===== src/sv/afc_pkg.sv =====
package afc_pkg;

   // Six frustum planes, one configuration register each
   localparam int NUM_PLANES = 6;
   localparam int CSR_IDX_W  = 3;
   localparam int PLANE_W    = 64;

   // Width of the exact -r <= s - d test: s + r - d kept in 35 signed bits
   localparam int ACC_W      = 35;
   localparam int DIST_SHIFT = 14;

   // Request and response payload widths, padded to whole bytes
   localparam int REQ_DATA_W = 96;
   localparam int RSP_DATA_W = 8;

   // Register indexes
   typedef enum logic [CSR_IDX_W-1:0] {
      PLANE_LEFT   = 3'd0,
      PLANE_RIGHT  = 3'd1,
      PLANE_TOP    = 3'd2,
      PLANE_BOTTOM = 3'd3,
      PLANE_NEAR   = 3'd4,
      PLANE_FAR    = 3'd5
   } plane_idx_type;

   // One box, last field in the lowest bits
   typedef struct packed {
      logic        [14:0] half_z;
      logic        [14:0] half_y;
      logic        [14:0] half_x;
      logic signed [15:0] center_z;
      logic signed [15:0] center_y;
      logic signed [15:0] center_x;
   } box_type;

   // One plane register, normal x in the lowest bits
   typedef struct packed {
      logic signed [15:0] offset;
      logic signed [15:0] norm_z;
      logic signed [15:0] norm_y;
      logic signed [15:0] norm_x;
   } plane_type;

   // Data handed from one cell to the next
   typedef struct packed {
      box_type box;
      logic    vis;
   } link_type;

endpackage


===== src/sv/afc_cell.sv =====
module afc_cell
   import afc_pkg::*;
#(
   parameter int CELL_IDX = 0
) (
   input  logic                 clock,
   input  logic                 reset,
   input  logic                 csr_we,
   input  logic [CSR_IDX_W-1:0] csr_index,
   input  logic [PLANE_W-1:0]   csr_wdata,
   input  logic                 up_valid,
   output logic                 up_ready,
   input  link_type             up_data,
   output logic                 dn_valid,
   input  logic                 dn_ready,
   output link_type             dn_data
);

   plane_type          plane_ff;
   logic               va_ff, va_in;
   logic               vb_ff, vb_in;
   link_type           la_ff;
   link_type           lb_ff, lb_in;
   logic        [30:0] r_ff [3];
   logic        [30:0] r_in [3];
   logic signed [31:0] s_ff [3];
   logic signed [31:0] s_in [3];
   logic        [15:0] mag  [3];
   logic signed [15:0] norm [3];
   logic        [14:0] half [3];
   logic signed [15:0] cen  [3];
   logic signed [ACC_W-1:0] acc;
   logic               load_a;
   logic               load_b;

   // Hold this cell's plane
   always_ff @(posedge clock) begin
      if (reset) begin
         plane_ff <= '0;
      end else if (csr_we && (csr_index == CSR_IDX_W'(CELL_IDX))) begin
         plane_ff <= plane_type'(csr_wdata);
      end
   end

   // Advance a stage when it is empty or the stage below takes its transaction
   assign load_b   = !vb_ff || dn_ready;
   assign load_a   = !va_ff || load_b;
   assign up_ready = load_a;

   // Stage A: six products of normal and box
   always_comb begin
      norm[0] = plane_ff.norm_x;
      norm[1] = plane_ff.norm_y;
      norm[2] = plane_ff.norm_z;
      half[0] = up_data.box.half_x;
      half[1] = up_data.box.half_y;
      half[2] = up_data.box.half_z;
      cen[0]  = up_data.box.center_x;
      cen[1]  = up_data.box.center_y;
      cen[2]  = up_data.box.center_z;
      for (int i = 0; i < 3; i++) begin
         // most negative normal maps to 0x8000, exactly 2.0
         mag[i]  = norm[i][15] ? (~norm[i] + 16'd1) : norm[i];
         r_in[i] = 31'(half[i]) * 31'(mag[i]);
         s_in[i] = 32'(norm[i]) * 32'(cen[i]);
      end
      va_in = load_a ? up_valid : va_ff;
   end

   always_ff @(posedge clock) begin
      if (reset) begin
         va_ff <= 1'b0;
      end else begin
         va_ff <= va_in;
      end
   end

   always_ff @(posedge clock) begin
      if (load_a) begin
         la_ff <= up_data;
         r_ff  <= r_in;
         s_ff  <= s_in;
      end
   end

   // Stage B: s + r - d >= 0 is the same test as -r <= s - d
   always_comb begin
      acc = ACC_W'(s_ff[0]) + ACC_W'(s_ff[1]) + ACC_W'(s_ff[2])
          + ACC_W'(r_ff[0]) + ACC_W'(r_ff[1]) + ACC_W'(r_ff[2])
          - (ACC_W'(plane_ff.offset) <<< DIST_SHIFT);
      lb_in     = la_ff;
      lb_in.vis = la_ff.vis && !acc[ACC_W-1];
      vb_in     = load_b ? va_ff : vb_ff;
   end

   always_ff @(posedge clock) begin
      if (reset) begin
         vb_ff <= 1'b0;
      end else begin
         vb_ff <= vb_in;
      end
   end

   always_ff @(posedge clock) begin
      if (load_b) begin
         lb_ff <= lb_in;
      end
   end

   assign dn_valid = vb_ff;
   assign dn_data  = lb_ff;

endmodule


===== config.mk =====
export PLATFORM = sky130hd
export DESIGN_NAME = afc_cell
export DESIGN_NICKNAME = d
export VERILOG_FILES = /design/src/sv/afc_pkg.sv /design/src/sv/afc_cell.sv
export SDC_FILE = /design/constraint.sdc
export NUM_CORES = 2
export LEC_CHECK = 0
export BUFFER_PORTS_ARGS = -buffer_cell sky130_fd_sc_hd__buf_2
export CAP_MARGIN = 10
export CELL_PAD_IN_SITES_DETAIL_PLACEMENT = 1
export CELL_PAD_IN_SITES_GLOBAL_PLACEMENT = 2
export CORE_UTILIZATION = 46
export CTS_CLUSTER_SIZE = 24
export DETAILED_ROUTE_END_ITERATION = 7
export PLACE_DENSITY = 0.86
export SYNTH_ARGS = -nofsm -noshare
export SYNTH_HDL_FRONTEND = slang
export SYNTH_SLANG_ARGS = --single-unit

===== constraint.sdc =====
create_clock -name clock -period 16.2 [get_ports clock]
set_input_delay 0 -clock clock [delete_from_list [all_inputs] [get_ports clock]]
set_output_delay 0 -clock clock [all_outputs]
set_load 0.02 [all_outputs]

==> results.md <==
- The worst hold path begins at csr_wdata[43].
- The number of clock buffers added by TritonCTS is 56.
- The worst clock skew is 0.0589 ns.
- The worst register-to-register path ends at r_ff[61]$_DFFE_PP_.
- After detailed routing, the average wire length per cell comes to around 22 um.
- The reg2reg setup slack is 7.74 ns.
- The min-delay analysis places its worst path in the category in2reg.
- The top fanout value on the critical path is 21.
- Yosys mapped the design onto between 60 and 70 distinct sky130hd cell types.
- In the final design database the tool counted 9736 nets.
- After detailed routing, the number of remaining DRC violations is 0.
- In this run, synthesis produced a sequential element count of 443.
- The fraction of layout instances using a drive strength above 1 is under 10%.
- The final setup violation count is 0.
- The power per unit of standard cell area is 81.1 mW/mm^2.
- The post-route fraction of the period consumed by the critical path is between 50% and 60%.
- After detailed routing, the number of vias per cell comes to 5.25.
- The floorplan row count is 144.
- After clock tree synthesis, the repair step resized 0 gates.
- The DRC marker count from the first detailed-route iteration is 2779.
- Once detail routing completed, the nets flagged for antenna violations numbered 0.
- The routed design could run at a clock period as short as approximately 8.5 ns.
- Cells fill 51.1% of the core in the end.
- The core footprint is about 0.15 sq mm.
- Setup repair after global routing left no endpoint under its margin.
- The area of the die is 0.158 sq mm.
- Compared with the post-synthesis result, the final layout area differs by 9.91%.
- After filler insertion, the fill cell instance count of the layout stands at 17300.
- The data arrival time of the critical path is 8.90 ns.
- The worst pin sits at a relative slew slack of 13.0%.
- The number of flops mapped to enable cells by yosys is 377.
- Counting along the longest clock path gives a buffer depth of 3.
- The average cell area after synthesis is 9.95 sq um.
- The element type at the critical path start is a register.
- In this run the tool buffered the top-level ports with 261 buffer cells.
- The beginning of the worst register-to-register path is norm[20]$_SDFFE_PP0P_.
- Buffers inserted to repair hold after CTS numbered 177.
- The first TritonRoute pass finished after 5 iterations.
- The largest net degree at the start of global routing is 154.
- The depth of the worst register-to-register path is 25.
- The area taken by flip-flops and latches is ~0.013 sq mm.
- The endpoint kind of the worst setup timing path is a register.
- Detailed placement ended at an HPWL of 164000 um.
- The via count of the first global-routing pass is 58400.
- Leaving out fill and tap cells, the most frequent cells in the layout are 1752 x sky130_fd_sc_hd__inv_1, 1468 x sky130_fd_sc_hd__fa_1, 940 x sky130_fd_sc_hd__nand2_1.
- Routability-driven placement finished with a final weighted congestion of 0.898.
- Clock-pin slew was measured on the worst setup and hold paths at 0.06 ns.
- The number of maximum-capacitance constraint violations is 0.
- The total global routing track utilization is between 20 and 30%.
- The final count of pins violating max slew was 0.
- The clock sink total is 443.
- The die is 397 um tall.
- Synthesis handed over a netlist of a little over 7000 instances.
- Leaving out fill and tap cells, the most frequent cell in the layout is sky130_fd_sc_hd__inv_1.
- The CTS tree is yes.
- The number of H-tree levels is 2.
- In the final layout, the multi-input gates occupy 0.0518 sq mm.
- The first global-routing pass estimated 334000 um of wire.
- For the worst-skew pair, the clock arrives at the later sink with an insertion delay of 0.70 ns.
- For this configuration, the core starts out at a cell density of 46.5%.
- The maximum operating frequency is 118 MHz.
- The buffer type at the clock tree root is sky130_fd_sc_hd__clkbuf_16.
- Counting every net in the synthesized netlist gives between 9000 and 10000.
- IR analysis of the VDD net gives a maximum drop of 178 uV.
- The last element of the critical path is r_ff[61]$_DFFE_PP_.
- The number of antenna violations at the first check in global routing was 5.
- The required arrival time at the worst endpoint is roughly 17 ns.
- In this run the count of I/O pins placed on the die edge is 262.
- The floorplan die width is 397 um.
- The total number of vias is 50500.
- Buffers added to address setup during post-CTS repair amount to 0.
- Summing every instance area after synthesis gives 0.0719 sq mm.
- The global-route congestion overflow total is 0.
- After routing, the total negative slack on setup checks comes to 0 ns.
- For this run, asynchronously set or reset flops after synthesis account for 0%.
- The most used flip-flop cell after synthesis is sky130_fd_sc_hd__edfxtp_1.
- Summed over all layers, the routed wires come to approximately 210000 um.
- The flow ran to the end, and the final reports show no timing, DRC or antenna violations.
- The worst setup path is of the reg2reg kind.
- In this run the static leakage power is 38.6 nW.
- At the pin with the least slew margin, the transition time is 1.30 ns.
- For this run, the register share of the synthesized area comes to approximately 18%.
- The source of the critical timing path is norm[20]$_SDFFE_PP0P_.
- The yosys synthesis warning count is 0.
- The count of final hold-check violations is 0.
kinds of logic after synthesis:
| family | count (synthesis) | synth area share (%) |
|---|---|---|
| adder cells (fa/ha/maj) | 2052 | 51.0 |
| buffers and inverters | 2022 | 10.6 |
| AND/OR/NAND/NOR | 1967 | 13.5 |
| AO/OA/AOI/OAI | 515 | 4.58 |
| flip-flops | 443 | 17.6 |
| XOR/XNOR | 228 | 2.78 |
cell usage after synthesis (3+ instances only):
master | number | area share, %
sky130_fd_sc_hd__nor2_1 | 109 | 0.57
sky130_fd_sc_hd__a31oi_1 | 9 | 0.078
sky130_fd_sc_hd__o31ai_1 | 23 | 0.24
sky130_fd_sc_hd__a21oi_1 | 188 | 1.3
sky130_fd_sc_hd__nand3_1 | 30 | 0.21
sky130_fd_sc_hd__ha_1 | 584 | 10
sky130_fd_sc_hd__or3_1 | 18 | 0.16
sky130_fd_sc_hd__and2_1 | 725 | 6.3
sky130_fd_sc_hd__a2111o_1 | 3 | 0.047
sky130_fd_sc_hd__nor3_1 | 26 | 0.18
sky130_fd_sc_hd__buf_2 | 7 | 0.049
sky130_fd_sc_hd__nand2b_1 | 52 | 0.45
sky130_fd_sc_hd__o22ai_1 | 4 | 0.035
sky130_fd_sc_hd__o21bai_1 | 26 | 0.27
sky130_fd_sc_hd__xnor2_1 | 173 | 2.1
sky130_fd_sc_hd__nor4_1 | 8 | 0.070
sky130_fd_sc_hd__or4_1 | 3 | 0.031
sky130_fd_sc_hd__o21a_1 | 22 | 0.23
sky130_fd_sc_hd__inv_1 | 1753 | 9.2
sky130_fd_sc_hd__a211o_1 | 4 | 0.049
sky130_fd_sc_hd__nand2_1 | 941 | 4.9
sky130_fd_sc_hd__buf_1 | 6 | 0.031
sky130_fd_sc_hd__edfxtp_1 | 377 | 16
sky130_fd_sc_hd__clkbuf_1 | 255 | 1.3
sky130_fd_sc_hd__o211a_1 | 5 | 0.070
sky130_fd_sc_hd__o2111ai_1 | 4 | 0.049
sky130_fd_sc_hd__a211oi_1 | 18 | 0.19
sky130_fd_sc_hd__a22oi_1 | 4 | 0.042
sky130_fd_sc_hd__a21o_1 | 74 | 0.77
sky130_fd_sc_hd__a2111oi_0 | 8 | 0.097
sky130_fd_sc_hd__and3_1 | 11 | 0.096
sky130_fd_sc_hd__xor2_1 | 55 | 0.67
sky130_fd_sc_hd__dfxtp_1 | 66 | 1.8
sky130_fd_sc_hd__or2_2 | 8 | 0.070
sky130_fd_sc_hd__nor4b_1 | 3 | 0.037
sky130_fd_sc_hd__a311oi_1 | 3 | 0.037
sky130_fd_sc_hd__o21ai_1 | 6 | 0.042
sky130_fd_sc_hd__nor2b_1 | 7 | 0.061
sky130_fd_sc_hd__fa_1 | 1468 | 41
sky130_fd_sc_hd__o211ai_1 | 9 | 0.094
sky130_fd_sc_hd__o41ai_1 | 6 | 0.073
sky130_fd_sc_hd__o21ai_0 | 79 | 0.55
sky130_fd_sc_hd__nand4_1 | 14 | 0.12
per-stage QoR:
step / area [sq um] / hold slack [ns] / instances / worst slack, ns / power, mW
after floorplan: 71900 / 0.0989 / 7227 / 8.62 / 3.91
after global routing: 79000 / 0.0899 / 9611 / 7.26 / 6.94
after CTS: 79000 / 0.0466 / 9609 / 7.57 / 6.46
final: 79000 / 0.108 / 9612 / 7.74 / 6.41
after detailed placement: 75400 / 0.237 / 9326 / 7.63 / 5.10
after global placement: 75400 / 0.222 / 9326 / 7.95 / 4.86
sequential cells by signal (all words and copies together), names as in the netlist:
name / count
la_ff: 94
s_ff: 96
norm: 48
va_ff: 1
dn_valid: 1
dn_data: 94
plane_ff: 16
r_ff: 93
worst max-delay path, stage by stage, from the launching register on:
cell and delay [ns]:
sky130_fd_sc_hd__dfxtp_1 0.63, sky130_fd_sc_hd__or4_4 0.68, sky130_fd_sc_hd__or4_4 0.45, sky130_fd_sc_hd__or3_4 0.38, sky130_fd_sc_hd__o31ai_4 0.19, sky130_fd_sc_hd__xnor2_1 0.09, sky130_fd_sc_hd__buf_4 0.20, sky130_fd_sc_hd__and2_1 0.19
sky130_fd_sc_hd__fa_1 0.54, sky130_fd_sc_hd__inv_1 0.06, sky130_fd_sc_hd__fa_1 0.53, sky130_fd_sc_hd__inv_1 0.05, sky130_fd_sc_hd__fa_1 0.49, sky130_fd_sc_hd__fa_1 0.50, sky130_fd_sc_hd__fa_1 0.49, sky130_fd_sc_hd__inv_1 0.05
sky130_fd_sc_hd__fa_1 0.47, sky130_fd_sc_hd__inv_1 0.04, sky130_fd_sc_hd__ha_1 0.38, sky130_fd_sc_hd__nand2_1 0.11, sky130_fd_sc_hd__or4_1 0.55, sky130_fd_sc_hd__a311oi_1 0.40, sky130_fd_sc_hd__o21ai_1 0.21, sky130_fd_sc_hd__o2111ai_1 0.27
sky130_fd_sc_hd__a21oi_1 0.12, sky130_fd_sc_hd__xnor2_1 0.14
layer usage:
metal | vias to the layer above | GRT usage [%] | share of wire (%)
met5 | - | 0 | 0.0053
met4 | 2 | 6.89 | 2.5
met3 | 276 | 3.59 | 4.8
met2 | 1184 | 47.6 | 50
met1 | 26800 | 36.5 | 43
li1 | 22200 | - | -
area by class of cell:
class,instances,share of cell area [%]
Sequential cell,443,16.0
Timing Repair Buffer,502,4.52
Clock inverter,33,0.367
Multi-Input combinational cell,4762,65.6
Inverter,1753,8.33
Tap cell,2044,3.24
Antenna cell,2,0.00633
Clock buffer,73,1.95
power breakdown:
group          leakage, nW  internal [mW]  switching (mW)
Sequential            4.70           1.43           0.160
Combinational         33.0           1.47            2.06
Clock                0.892          0.710           0.570
worst min-delay path by stage:
stage	to	slack, ns	cells past startpoint
after floorplan	la_ff[0]$_DFFE_PP_	0.1	0
after global placement	va_ff$_SDFFE_PP0P_	0.22	3
after detailed placement	va_ff$_SDFFE_PP0P_	0.24	3
after CTS	norm[5]$_SDFFE_PP0P_	0.05	4
after global routing	norm[11]$_SDFFE_PP0P_	0.09	4
final	norm[11]$_SDFFE_PP0P_	0.11	4
Note: power is estimated with default switching activity, not from simulation.
